$ cat config.mk
export PLATFORM = sky130hd
export DESIGN_NAME = hic_back_flat
export DESIGN_NICKNAME = d
export VERILOG_FILES = /design/src/sv/hic_pkg.sv /design/src/sv/hic_if.sv /design/src/sv/hic_back.sv /design/src/flat_wrapper.sv
export SDC_FILE = /design/constraint.sdc
export NUM_CORES = 1
export LEC_CHECK = 0
export BUFFER_PORTS_ARGS = -buffer_cell sky130_fd_sc_hd__buf_4
export CORE_MARGIN = 2
export CORE_UTILIZATION = 25
export CTS_BUF_LIST = sky130_fd_sc_hd__clkbuf_4 sky130_fd_sc_hd__clkbuf_8
export CTS_CLUSTER_DIAMETER = 80
export DETAILED_ROUTE_END_ITERATION = 6
export SLEW_MARGIN = 20
export SYNTH_ARGS = -nofsm -noshare
export SYNTH_HDL_FRONTEND = slang
export SYNTH_SLANG_ARGS = --single-unit
$ cat constraint.sdc
create_clock -name clk -period 4.2 [get_ports clk]
set_clock_uncertainty 0.2 [all_clocks]
set_input_delay 0.84 -clock clk [delete_from_list [all_inputs] [get_ports clk]]
set_output_delay 0.84 -clock clk [all_outputs]
set_load 0.01 [all_outputs]
$ cat src/sv/hic_pkg.sv
`default_nettype none
package hic_pkg;

  localparam int unsigned CFG_IDX_W  = 3;
  localparam int unsigned CFG_DATA_W = 64;
  localparam int unsigned COUNT_W    = 17;

  localparam int unsigned MAX_MATCHES_DEF = 65536;
  localparam int unsigned FRAC_BITS_DEF   = 24;

  localparam logic [CFG_IDX_W-1:0] REG_H_A     = 3'd0;
  localparam logic [CFG_IDX_W-1:0] REG_H_B     = 3'd1;
  localparam logic [CFG_IDX_W-1:0] REG_H_C     = 3'd2;
  localparam logic [CFG_IDX_W-1:0] REG_H_D     = 3'd3;
  localparam logic [CFG_IDX_W-1:0] REG_H_LAST  = 3'd4;
  localparam logic [CFG_IDX_W-1:0] REG_LIMIT   = 3'd5;

  typedef struct packed {
    logic [63:0]        h_a;
    logic [63:0]        h_b;
    logic [63:0]        h_c;
    logic [63:0]        h_d;
    logic signed [31:0] h_last;
    logic [63:0]        limit_sq;
  } cfg_t;

  typedef struct packed {
    logic inlier;
    logic last;
  } verdict_t;

endpackage
`default_nettype wire

$ cat src/sv/hic_if.sv
`default_nettype none


interface hic_result_if;
  logic        valid;
  logic        ready;
  logic        is_inlier;
  logic [16:0] inlier_count;
  logic        set_done;
  modport source (output valid, is_inlier, inlier_count, set_done, input ready);
  modport sink (input valid, is_inlier, inlier_count, set_done, output ready);
endinterface
`default_nettype wire

$ cat src/sv/hic_back.sv
`default_nettype none
module hic_back #(
  parameter int unsigned MAX_MATCHES = hic_pkg::MAX_MATCHES_DEF
) (
  input  wire logic              clk,
  input  wire logic              rst,
  input  wire logic              pop_valid,
  output logic                   pop_ready,
  input  wire hic_pkg::verdict_t pop_data,
  hic_result_if.source           out_ch
);

  localparam int unsigned TW = $clog2(MAX_MATCHES + 1);

  logic [TW-1:0] tally, tally_next;
  logic          pop;

  assign pop_ready = !out_ch.valid || out_ch.ready;
  assign pop       = pop_valid && pop_ready;

  always_comb begin
    tally_next = tally;
    if (pop_data.inlier && (tally < TW'(MAX_MATCHES))) begin
      tally_next = tally + TW'(1);
    end
  end

  always_ff @(posedge clk) begin
    if (rst) begin
      tally        <= '0;
      out_ch.valid <= 1'b0;
    end else begin
      if (pop) begin
        out_ch.valid        <= 1'b1;
        out_ch.is_inlier    <= pop_data.inlier;
        out_ch.set_done     <= pop_data.last;
        out_ch.inlier_count <= hic_pkg::COUNT_W'(tally_next);
        tally               <= pop_data.last ? '0 : tally_next;
      end else if (out_ch.ready) begin
        out_ch.valid <= 1'b0;
      end
    end
  end

  a_tally_bound: assert property (@(posedge clk) disable iff (rst)
    tally <= TW'(MAX_MATCHES)) else $error("tally above limit");

  a_set_clears: assert property (@(posedge clk) disable iff (rst)
    pop && pop_data.last |=> tally == '0) else $error("tally not cleared after set");

  a_outlier_holds: assert property (@(posedge clk) disable iff (rst)
    pop && !pop_data.inlier && !pop_data.last |=> $stable(tally))
    else $error("tally moved on outlier");

endmodule
`default_nettype wire

$ cat src/flat_wrapper.sv
// flat-port wrapper written by rule: the top's interface ports become plain ports
module hic_back_flat 
#(
  parameter int unsigned MAX_MATCHES = hic_pkg::MAX_MATCHES_DEF
)
  (clk, rst, pop_valid, pop_ready, pop_data, out_ch_valid, out_ch_is_inlier, out_ch_inlier_count, out_ch_set_done, out_ch_ready);
  hic_result_if out_ch_i ();
  input  wire logic clk;
  input  wire logic rst;
  input  wire logic pop_valid;
  output logic pop_ready;
  input  wire hic_pkg::verdict_t pop_data;
  output wire logic [$bits(out_ch_i.valid)-1:0] out_ch_valid;
  output wire logic [$bits(out_ch_i.is_inlier)-1:0] out_ch_is_inlier;
  output wire logic [$bits(out_ch_i.inlier_count)-1:0] out_ch_inlier_count;
  output wire logic [$bits(out_ch_i.set_done)-1:0] out_ch_set_done;
  input wire logic [$bits(out_ch_i.ready)-1:0] out_ch_ready;
  assign out_ch_valid = out_ch_i.valid;
  assign out_ch_is_inlier = out_ch_i.is_inlier;
  assign out_ch_inlier_count = out_ch_i.inlier_count;
  assign out_ch_set_done = out_ch_i.set_done;
  assign out_ch_i.ready = out_ch_ready;
  hic_back #(.MAX_MATCHES(MAX_MATCHES)) u_core (.clk(clk), .rst(rst), .pop_valid(pop_valid), .pop_ready(pop_ready), .pop_data(pop_data), .out_ch(out_ch_i));
endmodule
==> impl_metrics.ini <==
[outcome]
status = completed

[synthesis]
synth_top_area_share = 0.329
mappedNetlistArea_um2 = 1740
yosys_warnings = 0
synthArstFlopShare = 0
synth-main-ff-cell = edfxtp_1
yosys.cell_types.count = 37
synth-compound-area-share = 0.123
syn_inst = 160
synth-simple-area-share = 0.208
yosys-top-cells-area = edfxtp_1 (33%), dfxtp_1 (21%), xnor2_1 (4.5%)
syn_area_per_cell_um2 = 10.8
synth_nets = 167
synthAdderAreaFrac = 0.00721
synth-edff-count = 19
ys_seq_area_frac = 0.536
synthMuxAreaShare = 0.00649
ys_seq_elements = 37
synth_xor_area_frac = 0.0757
synth_top_family_by_area = simple AND/OR/NAND/NOR gates
synth_area_leader_cell = edfxtp_1

[pwr]
peakVddDrop_mv = 0.0872
p_leak_nw = 0.730
p_per_area_nw_per_um2 = 332

[timing]
tightest_slew_ns = 0.691
post-route-period-util = 0.585
max_freq_ghz = 0.407
period_minus_slack_ns = 2.46
slew_headroom = 0.538
final.setup.tns_ns = 0
whs_ns = 0.287
hold_viol_final = 0
rsz0062_at_grt = false
setup_violations = 0
drv_slew = 0

[clock_network]
clock_sinks = 37
clk_latency_ns = 0.29
h-tree-depth = 2
cts_tree = done
clk_path_buf_depth = 2
cts-hold-fix-buffers = 0
cts_buffers = 5
postCtsSetupBuffers = 0
root_buffer = clkbuf_8
clk_pin_slew_ns = 0.08
cts.repair.resized = 0

[cells_and_area]
layout.nets = 192
drive_above_1_share = 0.226
n_antenna_cell = 0
area_growth_pct = 19.0

[routing]
detail_route.iter0.violations = 92
wire_per_inst_um = 13.9
drt_first_pass_iters = 4
routed_wl_mm = 3.70
drtAntennaViolNets = 0
vias = 1288
drc = 0
viasPerCell = 4.84

[critical_path]
critPathMaxFanout = 19
crit_path_start = out_ch_ready
critPathKind = input port to flip-flop
reg2reg_from = u_core.tally[0]$_SDFFE_PP0P_
r2r_slack_ns = 2.07
arrival_ns = 2.25
crit_end = u_core.out_ch.inlier_count[12]$_DFFE_PP_
critPathRequiredTime_ns = 3.99
endpoint_kind = flip-flop
r2r_end = u_core.tally[14]$_SDFFE_PP0P_
r2r_cells = 5
cp-start-kind = input port

[floorplanning]
die_y_um = 87.3
pin_count = 27
dieArea_um2 = 7620
die_width_um = 87.3
num_rows = 30
initial_core_util = 0.257
core_um2 = 6760

[grt]
gr-usage-all-layers = 0.105
grt_pass1_wl_mm = 6.13
antenna_found_initial = 0
grt_overflow_total = 0
grt_max_degree = 20
grt_pass1_vias = 1192

[place]
io_buffers = 26
hpwl_mm = 2.41
place.gp.congestion = 0.744

[flow_run]
cap_viol_max_count = 0

[worst_hold_path]
hp-class = flip-flop to flip-flop
==> power by group <==
part | switching (mW) | internal, mW
clock | 0.134 | 0.115
sequential | 0.00308 | 0.388
combinational | 0.0272 | 0.0193
total | 0.164 | 0.522
==> how the worst min path moves through the flow <==
stage	from	to	slack [ns]	cells after the start
3_5_place_dp	u_core.tally[1]$_SDFFE_PP0P_	u_core.tally[1]$_SDFFE_PP0P_	0.28	2
3_3_place_gp	u_core.tally[1]$_SDFFE_PP0P_	u_core.tally[1]$_SDFFE_PP0P_	0.28	2
5_1_grt	u_core.tally[1]$_SDFFE_PP0P_	u_core.tally[1]$_SDFFE_PP0P_	0.32	2
4_1_cts	u_core.tally[1]$_SDFFE_PP0P_	u_core.tally[1]$_SDFFE_PP0P_	0.29	2
6_report	u_core.tally[1]$_SDFFE_PP0P_	u_core.tally[1]$_SDFFE_PP0P_	0.29	2
2_1_floorplan	u_core.tally[1]$_SDFFE_PP0P_	u_core.tally[1]$_SDFFE_PP0P_	0.26	2
==> metrics by stage <==
| stage | area, um2 | instances | total power, mW | setup WS, ns | utilization |
|---|---|---|---|---|---|
| detailed placement | 1980 | 258 | 0.447 | 1.41 | 0.293 |
| floorplan | 1740 | 160 | 0.421 | 1.31 | - |
| finish | 2060 | 266 | 0.685 | 1.74 | 0.306 |
| CTS | 2060 | 266 | 0.697 | 1.71 | 0.306 |
| global placement | 1980 | 258 | 0.446 | 1.50 | 0.293 |
| global route | 2060 | 266 | 0.712 | 1.58 | 0.306 |
==> routing by layer <==
metal  up-vias  track usage  share of wire
met3         5       0.0313          0.034
li1        645            -              -
met4         0       0.0420          0.015
met2        18        0.154           0.46
met1       620        0.143           0.49
met5         -            0              0
==> layout by cell type (no fill, tap or decap), types with 2 or more instances in the layout <==
cell,netlist,layout
nor2_1,7,7
nand3b_1,3,3
or4_1,4,4
nand4_1,2,2
o21ai_0,10,10
nand2_1,13,13
clkinv_2,0,2
xor2_1,6,6
a41oi_1,2,2
nand2b_1,2,2
clkbuf_8,0,5
dfxtp_1,18,18
buf_4,3,28
nor2b_1,4,4
and3_1,2,2
a31oi_1,8,8
edfxtp_1,19,19
a32o_1,3,3
nand4_2,2,2
or3_1,7,7
inv_1,2,2
xnor2_1,9,9
nand3_1,5,5
a21oi_1,10,10
==> kinds of logic after synthesis <==
logic type	count (synthesis)
AO/OA/AOI/OAI	35
XOR/XNOR	15
adder cells (fa/ha/maj)	1
buffers and inverters	12
flip-flops	37
multiplexers	1
AND/OR/NAND/NOR	59
==> state kept, by name, summed over array words and instances (netlist names) <==
register	count
u_core.out_ch.valid	1
u_core.out_ch.inlier_count	17
u_core.tally	17
u_core.out_ch.is_inlier	1
u_core.out_ch.set_done	1
==> synth_stat cells (2+ instances only) <==
master	count
nand4_2	2
and3_1	2
nand2_1	13
inv_1	2
a21oi_1	10
or4_1	4
nor2b_1	4
o21ai_0	10
nand2b_1	2
nand4_1	2
clkbuf_1	5
or3_1	7
a32o_1	3
a41oi_1	2
nor2_1	7
nand3b_1	3
edfxtp_1	19
dfxtp_1	18
a31oi_1	8
nand3_1	5
buf_4	3
xor2_1	6
xnor2_1	9
==> final cells by class <==
cell class | count | area [um2]
Tap cell | 80 | 100
Timing Repair Buffer | 28 | 210
Sequential cell | 37 | 931
Fill cell | 715 | 4690
Multi-Input combinational cell | 111 | 729
Clock inverter | 3 | 17.5
Clock buffer | 5 | 68.8
Inverter | 2 | 7.51
==> critical path, cell delays in order <==
cell      delay, ns
buf_4          0.07
nand2b_1       0.18
nand2_1        0.07
buf_4          0.20
nor2_1         0.55
buf_4          0.33
Power figures use the tool's default switching activity.
