## src/sv/hic_pkg.sv

```systemverilog
`default_nettype none
package hic_pkg;

  localparam int unsigned CFG_IDX_W  = 3;
  localparam int unsigned CFG_DATA_W = 64;
  localparam int unsigned COUNT_W    = 17;

  localparam int unsigned MAX_MATCHES_DEF = 65536;
  localparam int unsigned FRAC_BITS_DEF   = 24;

  localparam logic [CFG_IDX_W-1:0] REG_H_A     = 3'd0;
  localparam logic [CFG_IDX_W-1:0] REG_H_B     = 3'd1;
  localparam logic [CFG_IDX_W-1:0] REG_H_C     = 3'd2;
  localparam logic [CFG_IDX_W-1:0] REG_H_D     = 3'd3;
  localparam logic [CFG_IDX_W-1:0] REG_H_LAST  = 3'd4;
  localparam logic [CFG_IDX_W-1:0] REG_LIMIT   = 3'd5;

  typedef struct packed {
    logic [63:0]        h_a;
    logic [63:0]        h_b;
    logic [63:0]        h_c;
    logic [63:0]        h_d;
    logic signed [31:0] h_last;
    logic [63:0]        limit_sq;
  } cfg_t;

  typedef struct packed {
    logic inlier;
    logic last;
  } verdict_t;

endpackage
`default_nettype wire

```

## src/sv/hic_queue.sv

```systemverilog
`default_nettype none
module hic_queue (
  input  wire logic              clk,
  input  wire logic              rst,
  input  wire logic              push_valid,
  output logic                   push_ready,
  input  wire hic_pkg::verdict_t push_data,
  output logic                   pop_valid,
  input  wire logic              pop_ready,
  output hic_pkg::verdict_t      pop_data
);

  hic_pkg::verdict_t slot0, slot1;
  logic [1:0]        fill;
  logic              push, pop;
  logic              to_head;

  assign push_ready = (fill != 2'd2);
  assign pop_valid  = (fill != 2'd0);
  assign pop_data   = slot0;
  assign push       = push_valid && push_ready;
  assign pop        = pop_valid && pop_ready;
  assign to_head    = (fill == 2'd0) || (fill == 2'd1 && pop);

  always_ff @(posedge clk) begin
    if (rst) begin
      fill <= '0;
    end else begin
      fill <= fill + 2'(push) - 2'(pop);
      if (push && to_head) begin
        slot0 <= push_data;
      end else if (pop) begin
        slot0 <= slot1;
      end
      if (push && !to_head) begin
        slot1 <= push_data;
      end
    end
  end

endmodule
`default_nettype wire

```

## config.mk

```make
export PLATFORM = sky130hd
export DESIGN_NAME = hic_queue
export DESIGN_NICKNAME = d
export VERILOG_FILES = /design/src/sv/hic_pkg.sv /design/src/sv/hic_queue.sv
export SDC_FILE = /design/constraint.sdc
export NUM_CORES = 1
export LEC_CHECK = 0
export ABC_CLOCK_PERIOD_IN_PS = 1940
export BUFFER_PORTS_ARGS = -buffer_cell sky130_fd_sc_hd__clkbuf_2
export CAP_MARGIN = 10
export CORE_AREA = 10 10 47 49
export CTS_BUF_LIST = sky130_fd_sc_hd__clkbuf_16
export CTS_CLUSTER_DIAMETER = 30
export DETAILED_ROUTE_END_ITERATION = 8
export DIE_AREA = 0 0 57 59
export HOLD_SLACK_MARGIN = 0.08
export PLACE_DENSITY = 0.52
export SLEW_MARGIN = 15
export SYNTH_ARGS = -nofsm -noshare
export SYNTH_HDL_FRONTEND = slang
export SYNTH_SLANG_ARGS = --single-unit
```

## constraint.sdc

```tcl
create_clock -name clk -period 1.94 [get_ports clk]
set_input_delay 0.388 -clock clk [delete_from_list [all_inputs] [get_ports clk]]
set_output_delay 0.388 -clock clk [all_outputs]
set_load 0.01 [all_outputs]
```

==> results of run 1 <==
power by group:
| group | internal [W] | total [W] | switching, W |
|---|---|---|---|
| Sequential | 0.000172 | 0.000197 | 0.0000245 |
| Combinational | 0.0000896 | 0.000190 | 0.000101 |
| Clock | 0.000264 | 0.000325 | 0.0000612 |
| Total | 0.000526 | 0.000712 | 0.000186 |
flip-flops by register name, summed over array words and instances (netlist names):
name,count
fill,2
pop_data,2
slot1,2
routing by layer:
metal / vias up / GRT usage [%]
met5: - / 0
li1: 122 / -
met3: 0 / 3.00
met2: 9 / 5.58
met4: 0 / 3.02
met1: 98 / 4.18
cell usage in the layout (no fill, tap or decap), drive strengths merged:
cell    count
edfxtp      4
or2b        1
xor2        1
and2        1
mux2        2
nand2b      1
nor2b       2
a21oi       1
ha          2
nor2        2
inv         3
clkbuf     12
dfxtp       2
nand2       4
nor3        2
nand3b      1
cells by family after synthesis:
logic type | count (synthesis) | synth area share (%)
adder cells (fa/ha/maj) | 2 | 8.20
flip-flops | 6 | 52.5
AND/OR/NAND/NOR | 14 | 23.8
buffers and inverters | 3 | 3.69
AO/OA/AOI/OAI | 1 | 1.64
XOR/XNOR | 1 | 2.87
multiplexers | 2 | 7.38
worst paths after layout:
path	to	startpoint	cells past startpoint	slack [ps]
worst min-delay path	slot1[1]	push_data[1]	1	360
worst min register to register	pop_data[1]	slot1[1]	1	530
worst max register to register	fill[1]	fill[1]	10	330
worst max-delay path	fill[1]	fill[1]	10	330
through the flow:
step / util (%) / setup slack (ps) / cell area, um2 / hold slack [ps] / std cells
detailed placement: 26.4 / 307 / 370 / 527 / 54
CTS: 31.8 / 309 / 445 / 359 / 57
global route: 31.8 / 111 / 445 / 360 / 57
finish: 31.8 / 332 / 445 / 360 / 57
global placement: 26.4 / 339 / 370 / 526 / 54
floorplan: - / 364 / 305 / 460 / 29
area by class of cell:
cell class                      count  area (um2)  share of cell area, %
Inverter                            3        11.3                   2.53
Tap cell                           16        20.0                   4.49
Sequential cell                     6         160                   36.0
Multi-Input combinational cell     20         134                   30.1
Clock buffer                        3        75.1                   16.9
Timing Repair Buffer                9        45.0                   10.1
==> results.rst, run 1 <==
.. list-table::
   :header-rows: 1

   * - Metric
     - Value
   * - Outcome
     - finished, final reports clean
   * - Master cell of the clock root buffer
     - clkbuf_16
   * - Cell area after synthesis
     - 305 um2
   * - Final Max Slew Viols
     - 0
   * - Post-DR vias/cell
     - 4.02
   * - Crit path max-delay family
     - simple AND/OR/NAND/NOR gates
   * - Transition time at the pin with the least slew margin
     - 312 ps
   * - Critical Path Most Common Cell
     - inv_1
   * - Clk Latency, worst-skew pair
     - 220 ps
   * - Port buffer count
     - 9
   * - Post-layout nets
     - 51
   * - Biggest cell delay along the critical path
     - 340 ps
   * - Routability-driven placement congestion ratio
     - 0.612
   * - Post-Route M1 WL
     - 304 um
   * - Total met2 wirelength after detailed routing
     - 222 um
   * - Leading area contributor after synthesis
     - edfxtp_1
   * - Post-cts resize count
     - 0
   * - Per-instance average area after synthesis
     - 10.5 um2
   * - Diode insertion count for antenna repair
     - 0
   * - Area grow syn2layout
     - 45.9%
   * - Number of cell rows
     - 14
   * - Cell at the slowest stage of the critical path
     - dfxtp_1
   * - Routed wire length
     - 576 um
   * - Type of element capturing the critical path
     - flop
   * - Post-synth EDFFs
     - 4
   * - Netlist cell types
     - 15
   * - Setup Skew
     - 1.27 ps
   * - Horizontal die dimension
     - 57 um
   * - Most common flop cell mapped by yosys
     - edfxtp_1
   * - Post-route fraction of the period consumed by the critical path
     - 82.9%
   * - Number of H-tree levels
     - 1
   * - Antenna violations before repair
     - 0
   * - Data arrival at the endpoint of the critical path
     - 1760 ps
   * - Final hold vios
     - 0
   * - CTS tree
     - yes
   * - Total Neg Setup Slack
     - 0 ps
   * - Cell leakage power
     - 0.211 nW
   * - Die footprint
     - 0.00336 mm2
   * - Count of state elements after synthesis
     - 6
   * - Routed length on met3
     - 49 um
   * - Y dimension of the die
     - 59 um
   * - Clock sink count
     - 6
   * - Violation count after the first detailed-routing iteration
     - 1
   * - DRC violations left
     - 0
   * - WP buf/inv
     - 3
   * - Worst slew slack as a fraction of its limit
     - 79.1%
   * - Count of yosys warnings during synthesis
     - 0
   * - Largest net degree at the start of global routing
     - 7
   * - Post-layout minimum cycle time
     - 1610 ps
   * - Global routing usage summed across all routing layers
     - 4.07%
   * - Clock-pin slew on the worst setup and hold paths
     - 30 ps
   * - Ports placed on the boundary
     - 10
   * - Wire length of the first global-routing pass
     - 1020 um
   * - Post-synthesis instance total
     - 29
   * - Critical path launch point type
     - flop
   * - Maximum VDD drop
     - 0.615 mV
   * - CTS hold repair buffers
     - 0
   * - Max-cap violations
     - 0
   * - Worst endpoint required time
     - 2090 ps
   * - Hold Crit Class
     - input pin to flop
   * - Achievable frequency
     - 0.622 GHz
   * - Layout cells sized above 1
     - 29.3%
   * - Dpl hpwl
     - 485 um
   * - Power consumption
     - 0.000712 W
   * - Number of vias after detailed routing
     - 229
   * - Number of global-route vias before repair
     - 267
   * - Worst path cell trace
     - nor2_1, inv_1, nand2_1, inv_1, ha_1, inv_1, ha_1, xor2_1, and2_1, nor3_1
   * - Core Region
     - 0.00140 mm2
   * - # Post-CTS Setup Buffers
     - 0
   * - Drt wl/cell
     - 10.1 um
   * - Maximum number of buffers from clock root to sink
     - 2
   * - Crit Path Class
     - flop to flop
   * - Number of buffers created by CTS
     - 3
   * - Starting Density
     - 21.8%
   * - Top layer reached by signal wires
     - met3
   * - Synth area leaders
     - edfxtp_1 39%, dfxtp_1 13%, ha_1 8.2%
   * - Most numerous cell types in the synthesized netlist
     - 4 x edfxtp_1, 4 x nand2_1, 3 x inv_1
   * - Post-synthesis sequential area ratio
     - 52.5%
   * - Ys async rst share
     - 0%
   * - Post-Syn Nets
     - 37
   * - Number of filler instances in the final layout
     - 163
   * - Proportion of netlist area held by the largest area contributor
     - 39.3%
   * - Antenna viol nets, final
     - 0
   * - Largest fanout on the critical path
     - 6
   * - Unrepaired setup endpoints after global routing
     - no
   * - Pwr Density
     - 1600 mW/mm2
   * - GRT Residual Overflow
     - 0
   * - Drt pass-1 iters
     - 2
   * - Count of endpoints failing setup in the final report
     - 0
No activity file was read; power rests on OpenSTA's default activity.
==> run 2, diff against run 1 <==
--- a/config.mk
+++ b/config.mk
@@ -5,7 +5,7 @@
 export SDC_FILE = /design/constraint.sdc
 export NUM_CORES = 1
 export LEC_CHECK = 0
-export ABC_CLOCK_PERIOD_IN_PS = 1940
+export ABC_CLOCK_PERIOD_IN_PS = 1400
 export BUFFER_PORTS_ARGS = -buffer_cell sky130_fd_sc_hd__clkbuf_2
 export CAP_MARGIN = 10
 export CORE_AREA = 10 10 47 49
@@ -14,7 +14,7 @@
 export DETAILED_ROUTE_END_ITERATION = 8
 export DIE_AREA = 0 0 57 59
 export HOLD_SLACK_MARGIN = 0.08
-export PLACE_DENSITY = 0.52
+export PLACE_DENSITY = 0.54
 export SLEW_MARGIN = 15
 export SYNTH_ARGS = -nofsm -noshare
 export SYNTH_HDL_FRONTEND = slang
==> constraint.sdc (replaced) <==
create_clock -name clk -period 1.4 [get_ports clk]
set_input_delay 0.28 -clock clk [delete_from_list [all_inputs] [get_ports clk]]
set_output_delay 0.28 -clock clk [all_outputs]
set_load 0.01 [all_outputs]
==> run 2 against run 1 <==
  * The run now ends with setup timing left
  * Wire length increased by 52%
  * Non-clock buffer count rose by 16
  * Sequential cell count did not move
  * Largest cell class is now multi-input combinational cells
  * Sequential share of layout area decreased by 11 points
==> results.rst, run 2 (synthesized netlist as in run 1, its figures left out) <==
.. list-table::
   :header-rows: 1

   * - Metric
     - Value
   * - Critical Path Most Common Cell
     - ha_4
   * - Clock-pin slew on the worst setup and hold paths
     - 30 ps (about the same)
   * - Clock sink count
     - 6 (unchanged)
   * - Sequential share of power
     - 18.9% (-8.7 points)
   * - Pwr Density
     - 2340 mW/mm2 (+46%)
   * - Critical path launch point type
     - flop
   * - Master cell of the clock root buffer
     - clkbuf_16
   * - Number of H-tree levels
     - 1 (unchanged)
   * - Area grow syn2layout
     - 118%
   * - Most frequent cells in the layout
     - 13 x buf_4, 8 x clkbuf_2, 4 x buf_6, 4 x edfxtp_1, 3 x clkbuf_16
   * - Antenna viol nets, final
     - 0 (unchanged)
   * - Violated checks
     - setup timing
   * - Worst slew slack as a fraction of its limit
     - 80.0% (+0.98 points)
   * - Dpl hpwl
     - 556 um (+15%)
   * - Biggest cell delay along the critical path
     - 350 ps (about the same)
   * - Data arrival at the endpoint of the critical path
     - 1700 ps (-60 ps)
   * - Count of endpoints failing setup in the final report
     - 3 (+3)
   * - Post-route fraction of the period consumed by the critical path
     - 111% (+28 points)
   * - Routability-driven placement congestion ratio
     - 0.638 (+4.2%)
   * - Horizontal die dimension
     - 57 um (unchanged)
   * - Maximum number of buffers from clock root to sink
     - 2 (unchanged)
   * - Clock Power Share
     - 29.6% (-16 points)
   * - Largest fanout on the critical path
     - 3 (-3)
   * - Post-layout nets
     - 67 (+31%)
   * - Internal power summed over all cells
     - 0.00111 W (+110%)
   * - Crit Reg-Reg Endpoint
     - fill[1]
   * - Clk Latency, worst-skew pair
     - 220 ps (about the same)
   * - Worst path cell trace
     - or2b_1, nand2_2, ha_4, inv_4, ha_4, xor2_2, and2_1, nor3_2
   * - Outcome
     - finished, violations left
   * - Largest net degree at the start of global routing
     - 5 (-2)
   * - Max-cap violations
     - 0 (unchanged)
   * - Reg-to-Reg Start
     - fill[1]
   * - Final hold vios
     - 0 (unchanged)
   * - Number of vias after detailed routing
     - 301 (+31%)
   * - Final WS setup
     - -156 ps (-488 ps)
   * - Diode insertion count for antenna repair
     - 0 (unchanged)
   * - Violation count after the first detailed-routing iteration
     - 0 (-1)
   * - Starting Density
     - 21.8% (unchanged)
   * - Setup slack of the most critical reg-to-reg path
     - -160 ps (-490 ps)
   * - Type of element capturing the critical path
     - flop
   * - Crit Path Class
     - flop to flop
   * - Number of buffers created by CTS
     - 3 (unchanged)
   * - Post-layout instance count excluding filler cells
     - 74 (+30%)
   * - Y dimension of the die
     - 59 um (unchanged)
   * - Total placed cells including tap cells
     - 63 (+17%)
   * - Reg2Reg Depth
     - 8 (-2)
   * - Net switching power figure
     - 0.000445 W (+140%)
   * - Achievable frequency
     - 0.643 GHz (+3.3%)
   * - Transition time at the pin with the least slew margin
     - 297 ps (-14.6 ps)
   * - Port buffer count
     - 9 (unchanged)
   * - Global routing usage summed across all routing layers
     - 5.86% (+1.8 points)
   * - Cell at the slowest stage of the critical path
     - dfxtp_4
   * - DRC violations left
     - 0 (unchanged)
   * - Maximum VDD drop
     - 0.976 mV (+59%)
   * - Setup Skew
     - 1.25 ps (-0.0147 ps)
   * - Ports placed on the boundary
     - 10 (unchanged)
   * - Post-layout minimum cycle time
     - 1560 ps (-51.7 ps)
   * - Number of cells on the critical path
     - 8 (-2)
   * - Number of cell rows
     - 14 (unchanged)
   * - CTS tree
     - yes
   * - Die footprint
     - 0.00336 mm2 (unchanged)
   * - Layout cells sized above 1
     - 72.4% (+43 points)
   * - Power consumption
     - 0.00156 W (+120%)
   * - WP buf/inv
     - 1 (-2)
   * - Crit path max-delay family
     - simple AND/OR/NAND/NOR gates
   * - Wire length of the first global-routing pass
     - 1490 um (+46%)
   * - Final Max Slew Viols
     - 0 (unchanged)
   * - Worst endpoint required time
     - 1550 ps (-540 ps)
   * - Unrepaired setup endpoints after global routing
     - yes
   * - Launch point of the critical path
     - fill[1]
   * - Drt pass-1 iters
     - 1 (-1)
   * - Total Neg Setup Slack
     - -256 ps (-256 ps)
   * - Routed wire length
     - 873 um (+52%)
   * - Part of the total power dissipated in combinational logic
     - 51.5% (+25 points)
   * - GRT Residual Overflow
     - 0 (unchanged)
   * - Core Region
     - 0.00140 mm2 (unchanged)
   * - Switch share
     - 28.6% (+2.4 points)
   * - Drt wl/cell
     - 11.8 um (+17%)
   * - Cell leakage power
     - 0.302 nW (+43%)
   * - Hold Crit Class
     - input pin to flop
   * - Number of global-route vias before repair
     - 357 (+34%)
   * - Antenna violations before repair
     - 0 (unchanged)
   * - Commonest non-fill, non-tap cell in the layout
     - buf_4
   * - Post-DR vias/cell
     - 4.07 (+1.2%)
   * - End point of the critical path
     - fill[1]
   * - CTS hold repair buffers
     - 0 (unchanged)
-- run 2: power by group through the flow --
stage	registers, W	clock network, W	logic, W
floorplan	0.000284	0	0.000198
global placement	0.000277	0	0.000429
detailed placement	0.000279	0	0.000430
CTS	0.000277	0.000467	0.000731
global route	0.000299	0.000479	0.000886
finish	0.000295	0.000460	0.000803
-- run 2: per-layer routing --
| metal | part of all wire, % | global-route usage [%] | vias up |
|---|---|---|---|
| li1 | - | - | 152 |
| met5 | 0 | 0 | - |
| met1 | 40 | 5.76 | 140 |
| met2 | 52 | 9.77 | 9 |
| met3 | 7.7 | 3.22 | 0 |
| met4 | 0 | 3.02 | 0 |
-- run 2: worst reg2reg max path, delay by kind of cell (launching register included) --
kind | cells | cell delay, ps
simple gates | 4 | 510
fa+ha+maj | 2 | 430
flops | 1 | 350
xor+xnor | 1 | 170
buf+inv | 1 | 30
-- run 2: worst min path at each step --
stage	depth (start not counted)	endpoint	startpoint	slack, ps
4_1_cts	1	slot1[0]	push_data[0]	250
6_report	1	slot1[0]	push_data[0]	250
5_1_grt	1	slot1[1]	push_data[1]	250
3_5_place_dp	1	slot1[0]	push_data[0]	480
3_3_place_gp	1	slot1[0]	push_data[0]	470
2_1_floorplan	1	fill[0]	rst	340
-- run 2: what timing repair did --
action                     CTS  global route
setup endpoints to repair    1             5
pin swaps                    8             7
buffers inserted             8             1
gates resized for setup     13             8
-- run 2: area by class of cell --
type / count / area, um2
clock inverters: 1 / 3.75
flip-flops and latches: 6 / 168
multi-input cells: 20 / 203
fillers: 147 / 736
well taps: 16 / 20.0
clock buffers: 3 / 75.1
inverters: 3 / 13.8
repair buffers: 25 / 183
-- run 2: through the flow --
step           hold WS (ps)  instance area, um2  utilization [%]  setup WS [ps]
3_5_place_dp            477                 445             31.8           -201
5_1_grt                 248                 666             47.5           -211
4_1_cts                 246                 642             45.8           -147
3_3_place_gp            473                 445             31.8           -156
6_report                245                 666             47.5           -156
2_1_floorplan           344                 313                -           -144
==> run 3, diff against run 2 <==
--- a/config.mk
+++ b/config.mk
@@ -5,6 +5,7 @@
 export SDC_FILE = /design/constraint.sdc
 export NUM_CORES = 1
 export LEC_CHECK = 0
+export ABC_AREA = 1
 export ABC_CLOCK_PERIOD_IN_PS = 1400
 export BUFFER_PORTS_ARGS = -buffer_cell sky130_fd_sc_hd__clkbuf_2
 export CAP_MARGIN = 10
@@ -14,7 +15,7 @@
 export DETAILED_ROUTE_END_ITERATION = 8
 export DIE_AREA = 0 0 57 59
 export HOLD_SLACK_MARGIN = 0.08
-export PLACE_DENSITY = 0.54
+export PLACE_DENSITY = 0.56
 export SLEW_MARGIN = 15
 export SYNTH_ARGS = -nofsm -noshare
 export SYNTH_HDL_FRONTEND = slang
==> run 3 against run 2 <==
  * The run now ends clean
  * Final cell count up 5.4%
  * Utilization down 2.9 points
  * Cell area down 6.0%
  * Count of clock-buffer cells in the layout unchanged
  * Sequential power down 2%
  * Maximum frequency up 12%
  * Synthesized cell count up 34%
  * Register-to-register slack better by 170 ps
  * Power down 7.3%
  * Clock power up 3%
  * Critical path type unchanged
==> results.rst, run 3 <==
.. list-table::
   :header-rows: 1

   * - Metric
     - Value
   * - Proportion of netlist area held by the largest area contributor
     - 35.8% (-3.5 points)
   * - Crit Path Class
     - flop to flop
   * - Worst path cell trace
     - inv_4, nand2_4, nand2_4, inv_4, ha_4, inv_4, ha_4, inv_2, nand2_2, a21oi_2, nor2_1
   * - Most numerous cell types in the synthesized netlist
     - 10 x nand2_1, 6 x inv_1, 4 x edfxtp_1, 4 x nand3_1
   * - Final hold vios
     - 0 (unchanged)
   * - Setup Skew
     - 2.12 ps (+0.861 ps)
   * - Cell count of the worst hold path
     - 1 (unchanged)
   * - Setup slack of the most critical reg-to-reg path
     - 10 ps (+170 ps)
   * - Power consumption
     - 0.00144 W (-7.3%)
   * - Drt wl/cell
     - 10.4 um (-12%)
   * - Share of cell area taken by muxes after synthesis
     - 0% (-7.4 points)
   * - Max-cap violations
     - 0 (unchanged)
   * - CTS tree
     - yes
   * - Unrepaired setup endpoints after global routing
     - yes
   * - Clock sink count
     - 6 (unchanged)
   * - Clock-pin slew on the worst setup and hold paths
     - 40 ps (about the same)
   * - Outcome
     - finished, final reports clean
   * - Layout cells sized above 1
     - 69.4% (-3.1 points)
   * - Fraction of the mapped netlist area in compound gates
     - 2.99% (+1.3 points)
   * - Endpoint of the worst hold path
     - slot1[1]
   * - Achievable frequency
     - 0.720 GHz (+12%)
   * - Largest net degree at the start of global routing
     - 5 (unchanged)
   * - Routed wire length
     - 814 um (-6.8%)
   * - Largest fanout on the critical path
     - 3 (unchanged)
   * - Antenna viol nets, final
     - 0 (unchanged)
   * - Post-synthesis sequential area ratio
     - 47.8% (-4.7 points)
   * - Horizontal die dimension
     - 57 um (unchanged)
   * - Antenna violations before repair
     - 0 (unchanged)
   * - Worst endpoint required time
     - 1520 ps (-30 ps)
   * - Critical path launch point type
     - flop
   * - Worst slew slack as a fraction of its limit
     - 86.1% (+6.0 points)
   * - Top layer reached by signal wires
     - met4
   * - Total met2 wirelength after detailed routing
     - 380 um (-16%)
   * - Y dimension of the die
     - 59 um (unchanged)
   * - Violation count after the first detailed-routing iteration
     - 4 (+4)
   * - Post-layout nets
     - 71 (+6.0%)
   * - Critical Path Most Common Cell
     - inv_4
   * - Data arrival at the endpoint of the critical path
     - 1510 ps (-190 ps)
   * - Transition time at the pin with the least slew margin
     - 209 ps (-88.4 ps)
   * - Post-route fraction of the period consumed by the critical path
     - 99.2% (-12 points)
   * - Pwr Density
     - 2310 mW/mm2 (-1.4%)
   * - Number of H-tree levels
     - 1 (unchanged)
   * - Smallest hold slack
     - 246 ps (+1.18 ps)
   * - Post-synthesis instance total
     - 39 (+34%)
   * - Drt pass-1 iters
     - 4 (+3)
   * - Count of yosys warnings during synthesis
     - 0 (unchanged)
   * - GRT Residual Overflow
     - 0 (unchanged)
   * - Core Region
     - 0.00140 mm2 (unchanged)
   * - Reg-to-Reg Start
     - fill[0]
   * - Port buffer count
     - 9 (unchanged)
   * - Crit Reg-Reg Endpoint
     - fill[1]
   * - Hold Crit Class
     - input pin to flop
   * - Synth area leaders
     - edfxtp_1 36%, dfxtp_1 12%, nand2_1 11%
   * - Post-DR vias/cell
     - 4.21 (+3.4%)
   * - Master cell of the clock root buffer
     - clkbuf_16
   * - Type of element capturing the critical path
     - flop
   * - Cell leakage power
     - 0.307 nW (+1.6%)
   * - Maximum number of buffers from clock root to sink
     - 2 (unchanged)
   * - WP buf/inv
     - 4 (+3)
   * - Maximum VDD drop
     - 1.16 mV (+19%)
   * - Crit path max-delay family
     - adder cells
   * - Reg2Reg Depth
     - 11 (+3)
   * - Post-Syn Nets
     - 47 (+27%)
   * - Number of buffers created by CTS
     - 3 (unchanged)
   * - Post-synth EDFFs
     - 4 (unchanged)
   * - Total Neg Setup Slack
     - 0 ps (+256 ps)
   * - Synthesized-area fraction occupied by and/or/nand/nor cells
     - 32.8% (+9.1 points)
   * - Area grow syn2layout
     - 86.6%
   * - Biggest cell delay along the critical path
     - 340 ps (about the same)
   * - Ys async rst share
     - 0% (unchanged)
   * - Clk Latency, worst-skew pair
     - 230 ps (about the same)
   * - Number of vias after detailed routing
     - 328 (+9.0%)
   * - DRC violations left
     - 0 (unchanged)
   * - Routability-driven placement congestion ratio
     - 0.707 (+11%)
   * - Cell area after synthesis
     - 335 um2 (+9.8%)
   * - Wire length of the first global-routing pass
     - 1370 um (-7.9%)
   * - Post-Route M1 WL
     - 322 um (-8.5%)
   * - Final Max Slew Viols
     - 0 (unchanged)
   * - Dpl hpwl
     - 590 um (+6.2%)
   * - Number of cell rows
     - 14 (unchanged)
   * - Netlist cell types
     - 12 (-3)
   * - Ports placed on the boundary
     - 10 (unchanged)
   * - Per-instance average area after synthesis
     - 8.60 um2 (-18%)
   * - Leading area contributor after synthesis
     - edfxtp_1
   * - Number of global-route vias before repair
     - 342 (-4.2%)
   * - Commonest non-fill, non-tap cell in the layout
     - buf_4
   * - Die footprint
     - 0.00336 mm2 (unchanged)
   * - Count of state elements after synthesis
     - 6 (unchanged)
   * - Number of filler instances in the final layout
     - 149 (+1.4%)
   * - Combined area of the multi-input logic cells
     - 201 um2 (-0.62%)
   * - Count of endpoints failing setup in the final report
     - 0 (-3)
   * - Arithmetic-cell share of the synthesized area counting full adders, half adders and majority gates
     - 7.46% (-0.73 points)
   * - Diode insertion count for antenna repair
     - 0 (unchanged)
   * - Area of all sequential standard cells
     - 165 um2 (-1.5%)
   * - Starting Density
     - 23.9% (+2.1 points)
   * - Fraction of synthesized cell area in xor and xnor cells
     - 0% (-2.9 points)
   * - Cell at the slowest stage of the critical path
     - dfxtp_4
   * - Global routing usage summed across all routing layers
     - 5.69% (-0.17 points)
   * - Routed length on met3
     - 96 um (+43%)
   * - Main combinational cell family by area after synthesis
     - simple AND/OR/NAND/NOR gates
   * - Most frequent cells in the layout
     - 10 x buf_4, 9 x clkbuf_2, 5 x nand2_2, 5 x nand2_1
   * - Most common flop cell mapped by yosys
     - edfxtp_1
   * - Start point of the worst hold path
     - push_data[1]
   * - Post-layout minimum cycle time
     - 1390 ps (-167 ps)
   * - Library cell with the highest instance count after synthesis
     - nand2_1
## run 3: cell types whose count changed in the layout (fill, tap and decap cells not counted), sizes merged, moves of 2 or more
cell   delta
mux2      -2
nor2b     -2
inv       +5
buf       -7
nand3     +4
nand2    +10
## run 3: how the worst max path moves through the flow
| stage | from | endpoint | slack [ps] | cells past startpoint |
|---|---|---|---|---|
| 2_1_floorplan | fill[0] | fill[1] | 3 | 11 |
| 3_3_place_gp | fill[0] | fill[1] | -30 | 11 |
| 3_5_place_dp | fill[0] | fill[1] | -40 | 11 |
| 4_1_cts | fill[0] | fill[1] | 6 | 11 |
| 5_1_grt | fill[0] | fill[1] | -60 | 12 |
| 6_report | fill[0] | fill[1] | 10 | 11 |
## run 3: report_power, final
group | internal (W) | switching, W | leakage (nW)
logic | 0.000340 | 0.000342 | 0.210
clock network | 0.000371 | 0.000102 | 0.0423
registers | 0.000254 | 0.0000352 | 0.0545
## run 3: logic make-up (layout without fill, tap and decap cells)
logic type,Yosys count,count (layout)
DFF,6,6
AOI/OAI and AO/OA,2,2
and+or+nand+nor,21,21
buffers and inverters,8,31
adders and majority gates,2,2
## run 3: final cells by class
class                   count  area share, %
multi-input cells          25           32.2
flip-flops and latches      6           26.4
repair buffers             19           19.2
clock buffers               3           12.0
inverters                   8           6.40
well taps                  16           3.20
clock inverters             1          0.600
## run 3: per-stage QoR
step | cells | instance area [um2] | worst slack, ps | util (%)
final | 78 | 626 | 11.1 | 44.6
after global routing | 78 | 626 | -55.4 | 44.6
after CTS | 77 | 602 | 5.82 | 42.9
after detailed placement | 71 | 464 | -37.8 | 33.1
after global placement | 71 | 464 | -31.7 | 33.1
after floorplan | 39 | 347 | 2.71 | -
## run 3: per-layer routing
metal / vias up / GRT usage [%]
li1: 170 / -
met1: 144 / 4.93
met2: 10 / 8.06
met3: 4 / 4.94
met4: 0 / 5.03
met5: - / 0
## run 3: repair_timing
action,in CTS,in global routing
resized for setup,12,5
setup buffers,2,1
hold endpoints to repair,0,0
gates cloned,0,0
setup endpoints to repair,1,1
pin swaps,7,7
hold buffers,0,0
